<file path="config.mk">
export PLATFORM = sky130hd
export DESIGN_NAME = mtf_front
export DESIGN_NICKNAME = d
export VERILOG_FILES = /design/src/rtl/mtf_pkg.sv /design/src/rtl/mtf_front.sv
export VERILOG_INCLUDE_DIRS = /design/src /design/src/rtl
export SDC_FILE = /design/constraint.sdc
export NUM_CORES = 1
export LEC_CHECK = 0
export BUFFER_PORTS_ARGS = -buffer_cell sky130_fd_sc_hd__buf_2
export CORE_MARGIN = 3
export CORE_UTILIZATION = 51
export CTS_CLUSTER_SIZE = 24
export DETAILED_ROUTE_END_ITERATION = 12
export PLACE_DENSITY = 0.78
export SYNTH_ARGS = -nofsm -noshare
export SYNTH_HDL_FRONTEND = slang
export SYNTH_SLANG_ARGS = --single-unit
export TNS_END_PERCENT = 10
</file>
<file path="constraint.sdc">
create_clock -name clock -period 2.3 [get_ports clock]
set_input_delay 0.23 -clock clock [delete_from_list [all_inputs] [get_ports clock]]
set_output_delay 0.23 -clock clock [all_outputs]
set_load 0.005 [all_outputs]
</file>
<file path="src/rtl/max_tracking_fifo_defines.svh">
// ---------------------------------------------------------------------------
// max_tracking_fifo assertion macros
// Concurrent assertion wrappers; compiled out when SYNTH is defined.
// ---------------------------------------------------------------------------
`ifndef MAX_TRACKING_FIFO_DEFINES_SVH
`define MAX_TRACKING_FIFO_DEFINES_SVH

`ifndef SYNTH
`define MTF_ASSERT(label, clk, rst, prop) \
   label: assert property (@(posedge clk) disable iff (rst) (prop)) \
      else $error("mtf: assertion failed");
`define MTF_ASSERT_NEXT(label, clk, rst, ante, cons) \
   label: assert property (@(posedge clk) disable iff (rst) (ante) |=> (cons)) \
      else $error("mtf: assertion failed");
`else
`define MTF_ASSERT(label, clk, rst, prop)
`define MTF_ASSERT_NEXT(label, clk, rst, ante, cons)
`endif

`endif

</file>
<file path="src/rtl/mtf_pkg.sv">
// ---------------------------------------------------------------------------
// mtf_pkg
// Shared types and constants of the max tracking FIFO.
// ---------------------------------------------------------------------------
package mtf_pkg;

   localparam int DEPTH_DEF      = 1024;
   localparam int DATA_WIDTH_DEF = 32;
   localparam int QUEUE_DEPTH    = 2;   // command queue between front and back

   localparam logic CMD_PUSH = 1'b0;
   localparam logic CMD_POP  = 1'b1;

   typedef enum logic [1:0] {
      ST_IDLE,
      ST_PUSH_CMP,
      ST_POP_DATA
   } back_state_type;

   typedef struct packed {
      logic valid;
      logic is_push;
   } item_ctl_type;

endpackage

</file>
<file path="src/rtl/mtf_front.sv">
// ---------------------------------------------------------------------------
// mtf_front
// Accepts command words, tags them push or pop and queues them for the back.
// ---------------------------------------------------------------------------
`include "max_tracking_fifo_defines.svh"

module mtf_front import mtf_pkg::*; #(
   parameter int DATA_WIDTH = DATA_WIDTH_DEF
) (
   input  logic                         clock,
   input  logic                         reset,
   input  logic                         start,
   input  logic                         req_command,
   input  logic signed [DATA_WIDTH-1:0] req_value,
   output logic                         busy,
   output item_ctl_type                 item_ctl,
   output logic signed [DATA_WIDTH-1:0] item_value,
   input  logic                         take
);

   localparam int QPTR_W = (QUEUE_DEPTH > 1) ? $clog2(QUEUE_DEPTH) : 1;
   localparam int QCNT_W = $clog2(QUEUE_DEPTH + 1);

   logic                         is_push_ff [QUEUE_DEPTH];
   logic signed [DATA_WIDTH-1:0] value_ff   [QUEUE_DEPTH];
   logic [QPTR_W-1:0]            wr_ptr_ff, wr_ptr_in;
   logic [QPTR_W-1:0]            rd_ptr_ff, rd_ptr_in;
   logic [QCNT_W-1:0]            count_ff, count_in;
   logic                         accept;

   function automatic logic [QPTR_W-1:0] qptr_next(input logic [QPTR_W-1:0] p);
      return (p == QPTR_W'(QUEUE_DEPTH - 1)) ? '0 : p + QPTR_W'(1);
   endfunction

   assign busy   = (count_ff == QCNT_W'(QUEUE_DEPTH));
   assign accept = start && !busy;

   always_comb begin
      wr_ptr_in = accept ? qptr_next(wr_ptr_ff) : wr_ptr_ff;
      rd_ptr_in = take ? qptr_next(rd_ptr_ff) : rd_ptr_ff;
      count_in  = count_ff;
      if (accept && !take) begin
         count_in = count_ff + QCNT_W'(1);
      end else if (take && !accept) begin
         count_in = count_ff - QCNT_W'(1);
      end
   end

   always_ff @(posedge clock) begin
      if (reset) begin
         wr_ptr_ff <= '0;
         rd_ptr_ff <= '0;
         count_ff  <= '0;
      end else begin
         wr_ptr_ff <= wr_ptr_in;
         rd_ptr_ff <= rd_ptr_in;
         count_ff  <= count_in;
      end
   end

   always_ff @(posedge clock) begin
      if (accept) begin
         is_push_ff[wr_ptr_ff] <= (req_command == CMD_PUSH);
         value_ff[wr_ptr_ff]   <= req_value;
      end
   end

   assign item_ctl.valid   = (count_ff != '0);
   assign item_ctl.is_push = is_push_ff[rd_ptr_ff];
   assign item_value       = value_ff[rd_ptr_ff];

   `MTF_ASSERT(a_take_nonempty, clock, reset, !take || (count_ff != '0))
   `MTF_ASSERT_NEXT(a_accept_queued, clock, reset, accept && !take, count_ff != '0)

endmodule

</file>
==> results.sh, run 1 <==
export IMPL_path_cells="buf_4 > mux2_2 > buf_2"
export IMPL_cts_repair_resized=0
export IMPL_ctsHoldBuffers=0
export IMPL_path_buf_inv=2
export IMPL_dp_hpwl_um=3060
export IMPL_crit_path_max_fanout=14
export IMPL_timing_rr_end="value_ff[0][20]"
export IMPL_power_density_mw_per_mm2=894
export IMPL_syn_inst=129
export IMPL_setup_tns_final_ns=0
export IMPL_p_sw_w=0.000632
export IMPL_p_leak_nw=1.24
export IMPL_wl_per_cell_um=15.1
export IMPL_row_count=25
export IMPL_comb_power_share_pct=13.5
export IMPL_synth_most_common_cell="edfxtp_1"
export IMPL_async_reset_ff_share_pct=0
export IMPL_multi_input_area_um2=479
export IMPL_relSlewSlack_pct=70.6
export IMPL_tightest_slew_ns=0.440
export IMPL_cts_tree="built"
export IMPL_end_kind="output port"
export IMPL_final_hold_violation_count=0
export IMPL_place_area_mm2=0.00305
export IMPL_rsz0062_at_grt="no"
export IMPL_muxShareOfSynthArea_pct=14.3
export IMPL_final_layout_size_suffix_gt1_share_pct=56.7
export IMPL_reg2regPathDepth=4
export IMPL_synthXorXnorAreaFrac_pct=1.01
export IMPL_seqPwrFrac_pct=55.8
export IMPL_critPathMaxStageDelay_ns=0.59
export IMPL_setup_violations=0
export IMPL_nets=249
export IMPL_cts_made_buffers=9
export IMPL_cap_viol_max_count=0
export IMPL_synth_adder_area_share_pct=0.481
export IMPL_yosysTopAreaCell="edfxtp_1"
export IMPL_synth_edf_count=66
export IMPL_clock_path_buffers=2
export IMPL_start_kind="register"
export IMPL_synthTopCellsByArea="edfxtp_1 76%, mux2_2 14%, dfxtp_1 3.9%, xor2_1 0.67%, buf_2 0.58%"
export IMPL_fp_dieW_um=77.4
export IMPL_layout_min_cycle_time_ns=1.96
export IMPL_fin_skew_ns=0.0140
export IMPL_grt_pass1_wl_um=6760
export IMPL_status="complete, no violations"
export IMPL_n_fill_cell=356
export IMPL_synthSimpleGateAreaFrac_pct=1.88
export IMPL_synth_top_area_share_pct=76.3
export IMPL_synth_top_family_by_area="multiplexers"
export IMPL_r2r_setup_slack_ns=0.68
export IMPL_antenna_found_initial=0
export IMPL_wl_um=4270
export IMPL_postCtsSetupBuffers=0
export IMPL_synth_flop_cell="edfxtp_1"
export IMPL_drt_first_pass_iters=4
export IMPL_internal_power_w=0.00225
export IMPL_grt_start_max_net_pins=34
export IMPL_die_h_um=77.4
export IMPL_required_ns=2.07
export IMPL_p_clk_share_pct=30.8
export IMPL_cts_sinks=71
export IMPL_finalMaxSlewViolations=0
export IMPL_avgSynthCellArea_um2=20.1
export IMPL_areaGrowthSynthToFinish_pct=24.0
export IMPL_grt_usage_pct=15.2
export IMPL_core_area_mm2=0.00482
export IMPL_vias_per_cell=4.81
export IMPL_pin_count=72
export IMPL_htree_levels=3
export IMPL_start_util_pct=53.9
export IMPL_drcViolationCount=0
export IMPL_design_area_mm2=0.00322
export IMPL_dieArea_mm2=0.00599
export IMPL_ys_seq_area_share_pct=80.1
export IMPL_synth_compound_area_share_pct=0.770
export IMPL_antenna_left=0
export IMPL_cts_root_buf="clkbuf_8"
export IMPL_worstSetupPathType="register to output port"
export IMPL_place_gp_congestion=0.722
export IMPL_num_vias=1356
export IMPL_cp_num_cells=3
export IMPL_switching_share_pct=21.9
export IMPL_seq_area_mm2=0.00208
export IMPL_ir_worst_vdd_mv=0.530
export IMPL_r2r_start="count_ff[1]"
export IMPL_netlist_area_mm2=0.00260
export IMPL_ys_warn_count=0
export IMPL_hold_class="primary input to register"
export IMPL_worstPathArrival_ns=1.73
export IMPL_antenna_cells=0
export IMPL_slowest_stage="dfxtp_1"
export IMPL_synth_fp_nets=167
export IMPL_grt_overflow=0
export IMPL_ys_types=16
export IMPL_io_buffers=71
export IMPL_min_period_over_period_pct=85.1
export IMPL_ys_ff_latch=71
export IMPL_drt_iter0_markers=54
export IMPL_clock_latency_ns=0.33
export IMPL_grt_pass1_vias=1460
export IMPL_worstSetupEndpoint="item_value[24]"
export IMPL_clock_fmax_ghz=0.511
export IMPL_crit_family="flip-flops"
export IMPL_cts_clk_slew_worst_paths_ns=0.07
export IMPL_synth_top_cells_by_count="66 x edfxtp_1, 33 x mux2_2, 5 x dfxtp_1"
## metal layers
metal	track usage [%]	part of all wire, %	vias to the layer above	routed length (um)
li1	-	-	659	-
met1	15.5	38	654	1640
met2	27.1	54	36	2320
met3	5.10	5.5	7	233
met4	8.54	1.9	0	80
met5	0	0	-	0
## worst min-delay path by stage
stage                   from         endpoint  slack (ns)  cells after the start
3_3_place_gp   req_value[19]  value_ff[0][19]        0.42                      1
4_1_cts        req_value[12]  value_ff[0][12]        0.07                      1
2_1_floorplan          reset      count_ff[1]        0.30                      1
6_report       req_value[12]  value_ff[0][12]        0.08                      1
5_1_grt        req_value[12]  value_ff[0][12]        0.07                      1
3_5_place_dp   req_value[12]  value_ff[1][12]        0.42                      1
## placed cells by master (no fill, tap or decap), drive strengths merged
master,Yosys,layout
nor2,4,4
a21oi,2,2
buf,4,75
o21ai,2,2
xor2,2,2
dfxtp,5,5
xnor2,1,1
nor2b,1,1
clkbuf,0,10
or3,2,2
clkinvlp,0,1
mux2,33,33
edfxtp,66,66
ha,1,1
inv,4,4
and2,1,1
bufinv,0,1
or2,1,1
clkinv,0,3
## power by group through the flow
stage	logic (W)	registers (W)	clock network, W
5_1_grt	0.000428	0.00162	0.000982
4_1_cts	0.000397	0.00161	0.000915
2_1_floorplan	0.000226	0.00162	0
3_3_place_gp	0.000383	0.00163	0
6_report	0.000388	0.00161	0.000886
3_5_place_dp	0.000395	0.00164	0
## state kept, by name, indices dropped and copies added (netlist names), named ones only
name / count
value_ff: 64
wr_ptr_ff: 1
count_ff: 2
is_push_ff: 2
rd_ptr_ff: 1
## logic make-up (layout without fill, tap and decap cells)
logic type / after synthesis / count (layout)
DFF: 71 / 71
muxes: 33 / 33
and+or+nand+nor: 9 / 9
buffers and inverters: 8 / 94
AOI/OAI and AO/OA: 4 / 4
xor gates and xnor gates: 3 / 3
adders and majority gates: 1 / 1
## through the flow
| step | setup WS (ns) | util (%) | hold slack (ns) | std cells | power [W] |
|---|---|---|---|---|---|
| global route | 0.228 | 66.9 | 0.0701 | 282 | 0.00303 |
| global placement | 0.705 | 63.2 | 0.418 | 267 | 0.00201 |
| CTS | 0.309 | 66.9 | 0.0661 | 282 | 0.00292 |
| finish | 0.343 | 66.9 | 0.0834 | 282 | 0.00288 |
| detailed placement | 0.673 | 63.2 | 0.422 | 267 | 0.00203 |
| floorplan | 0.461 | - | 0.299 | 129 | 0.00184 |
## area by class of cell
class                   instances  area share (%)
repair buffers                 75            12.0
well taps                      67            2.60
multi-input cells              50            14.9
inverters                       4           0.466
clock inverters                 5            1.55
flip-flops and latches         71            64.6
clock buffers                  10            3.96
No activity file was read; power rests on OpenSTA's default activity.
==> run 2, diff against run 1 <==
- PLACE_DENSITY: 0.78 -> unset
- PLACE_DENSITY_LB_ADDON: unset -> 0.08
- SLEW_MARGIN: unset -> 30
==> run 2 against run 1 <==
Effect of this change:
- flip-flop and latch count unchanged
- global-route usage increased by 0.47 points
- clock power increased by 17%
- non-clock buffer count decreased by 1
- register-to-register slack got worse by 0.02 ns
- critical path depth unchanged
- die area unchanged
- final cell count unchanged
- via count increased by 0.81%
- clock skew decreased by 0.0087 ns
- largest cell class unchanged
==> results.sh, run 2 (synthesis gave the netlist of run 1 again) <==
export IMPL_status="complete, no violations"
export IMPL_drt_iter0_markers=60
export IMPL_grt_pass1_vias=1492
export IMPL_end_kind="output port"
export IMPL_clock_fmax_ghz=0.545
export IMPL_grt_pass1_wl_um=6890
export IMPL_row_count=25
export IMPL_ir_worst_vdd_mv=0.620
export IMPL_min_period_over_period_pct=79.7
export IMPL_hold_class="primary input to register"
export IMPL_tightest_slew_ns=0.448
export IMPL_clock_path_buffers=2
export IMPL_htree_levels=3
export IMPL_final_common_cell="buf_2"
export IMPL_relSlewSlack_pct=70.2
export IMPL_start_kind="register"
export IMPL_finalMaxSlewViolations=0
export IMPL_power_density_mw_per_mm2=931
export IMPL_cts_repair_resized=0
export IMPL_worstSetupEndpoint="item_value[11]"
export IMPL_crit_path_max_fanout=27
export IMPL_reg2regPathDepth=4
export IMPL_vias_per_cell=4.85
export IMPL_timing_rr_end="value_ff[0][25]"
export IMPL_core_area_mm2=0.00482
export IMPL_die_h_um=77.4
export IMPL_wl_per_cell_um=15.4
export IMPL_grt_usage_pct=15.7
export IMPL_ctsHoldBuffers=0
export IMPL_clock_latency_ns=0.33
export IMPL_cts_sinks=71
export IMPL_drcViolationCount=0
export IMPL_r2r_start="count_ff[1]"
export IMPL_rsz0062_at_grt="no"
export IMPL_final_cell_mix="71 x buf_2, 66 x edfxtp_1, 33 x mux2_2, 9 x clkbuf_8, 5 x dfxtp_1"
export IMPL_largest_register="value_ff"
export IMPL_required_ns=2.07
export IMPL_postCtsSetupBuffers=0
export IMPL_p_leak_nw=1.26
export IMPL_fin_skew_ns=0.00526
export IMPL_place_gp_congestion=0.664
export IMPL_dieArea_mm2=0.00599
export IMPL_cts_clk_slew_worst_paths_ns=0.07
export IMPL_antenna_found_initial=0
export IMPL_postLayoutCoreUtil_pct=67.7
export IMPL_setup_violations=0
export IMPL_antenna_cells=0
export IMPL_start_util_pct=53.9
export IMPL_drt_first_pass_iters=4
export IMPL_dp_hpwl_um=2870
export IMPL_layout_min_cycle_time_ns=1.83
export IMPL_r2r_setup_slack_ns=0.66
export IMPL_wl_um=4340
export IMPL_antenna_left=0
export IMPL_nets=248
export IMPL_grt_overflow=0
export IMPL_io_buffers=71
export IMPL_top_regs="value_ff (64), count_ff (2), is_push_ff (2)"
export IMPL_areaGrowthSynthToFinish_pct=25.5
export IMPL_num_vias=1367
export IMPL_cts_made_buffers=9
export IMPL_setup_tns_final_ns=0
export IMPL_cts_root_buf="clkbuf_8"
export IMPL_worstPathArrival_ns=1.60
export IMPL_cts_tree="built"
export IMPL_cap_viol_max_count=0
export IMPL_pin_count=72
export IMPL_worstSetupPathType="register to output port"
export IMPL_fp_dieW_um=77.4
export IMPL_final_hold_violation_count=0
export IMPL_final_layout_size_suffix_gt1_share_pct=58.1
export IMPL_largest_reg_flops=64
export IMPL_grt_start_max_net_pins=34
run 2: area by class of cell:
| class | instances | area [um^2] |
|---|---|---|
| Inverter | 4 | 15.0 |
| Fill cell | 370 | 1560 |
| Tap cell | 67 | 83.8 |
| Multi-Input combinational cell | 50 | 479 |
| Timing Repair Buffer | 74 | 390 |
| Sequential cell | 71 | 2080 |
| Clock buffer | 9 | 124 |
| Clock inverter | 7 | 87.6 |
run 2: critical path, stage by stage (launching register included):
cell     delay, ns
dfxtp_1       0.53
buf_12        0.24
mux2_2        0.37
buf_2         0.13
run 2: worst min path at each step:
stage          slack, ns          start              end  depth (start not counted)
2_1_floorplan       0.30          reset      count_ff[1]                          1
3_3_place_gp        0.42  req_value[22]  value_ff[0][22]                          1
3_5_place_dp        0.42  req_value[21]  value_ff[1][21]                          1
4_1_cts             0.06   req_value[2]   value_ff[1][2]                          1
5_1_grt             0.05  req_value[12]  value_ff[1][12]                          1
6_report            0.08   req_value[2]   value_ff[0][2]                          1
run 2: power breakdown:
group | switching [W] | internal (W) | total, W
sequential | 0.0000397 | 0.00156 | 0.00160
clock | 0.000436 | 0.000602 | 0.00104
combinational | 0.000194 | 0.000201 | 0.000396
run 2: layer usage:
metal  share of wire, %  GRT usage, %  vias up  wire [um]
li1                   -             -      653          -
met1                 40          16.3      656       1740
met5                  0             0        -          0
met2                 51          26.9       49       2220
met4                2.3          8.19        0         99
met3                6.3          6.61        9        274
run 2: metrics by stage:
step / worst slack [ns] / area [um^2] / cells / hold slack (ns) / power (W)
after detailed placement: 0.654 / 3050 / 266 / 0.422 / 0.00204
after global placement: 0.725 / 3050 / 266 / 0.418 / 0.00201
after global routing: 0.365 / 3260 / 282 / 0.0547 / 0.00318
after floorplan: 0.461 / 2600 / 129 / 0.299 / 0.00184
after CTS: 0.423 / 3260 / 282 / 0.0605 / 0.00308
final: 0.466 / 3260 / 282 / 0.0841 / 0.00304
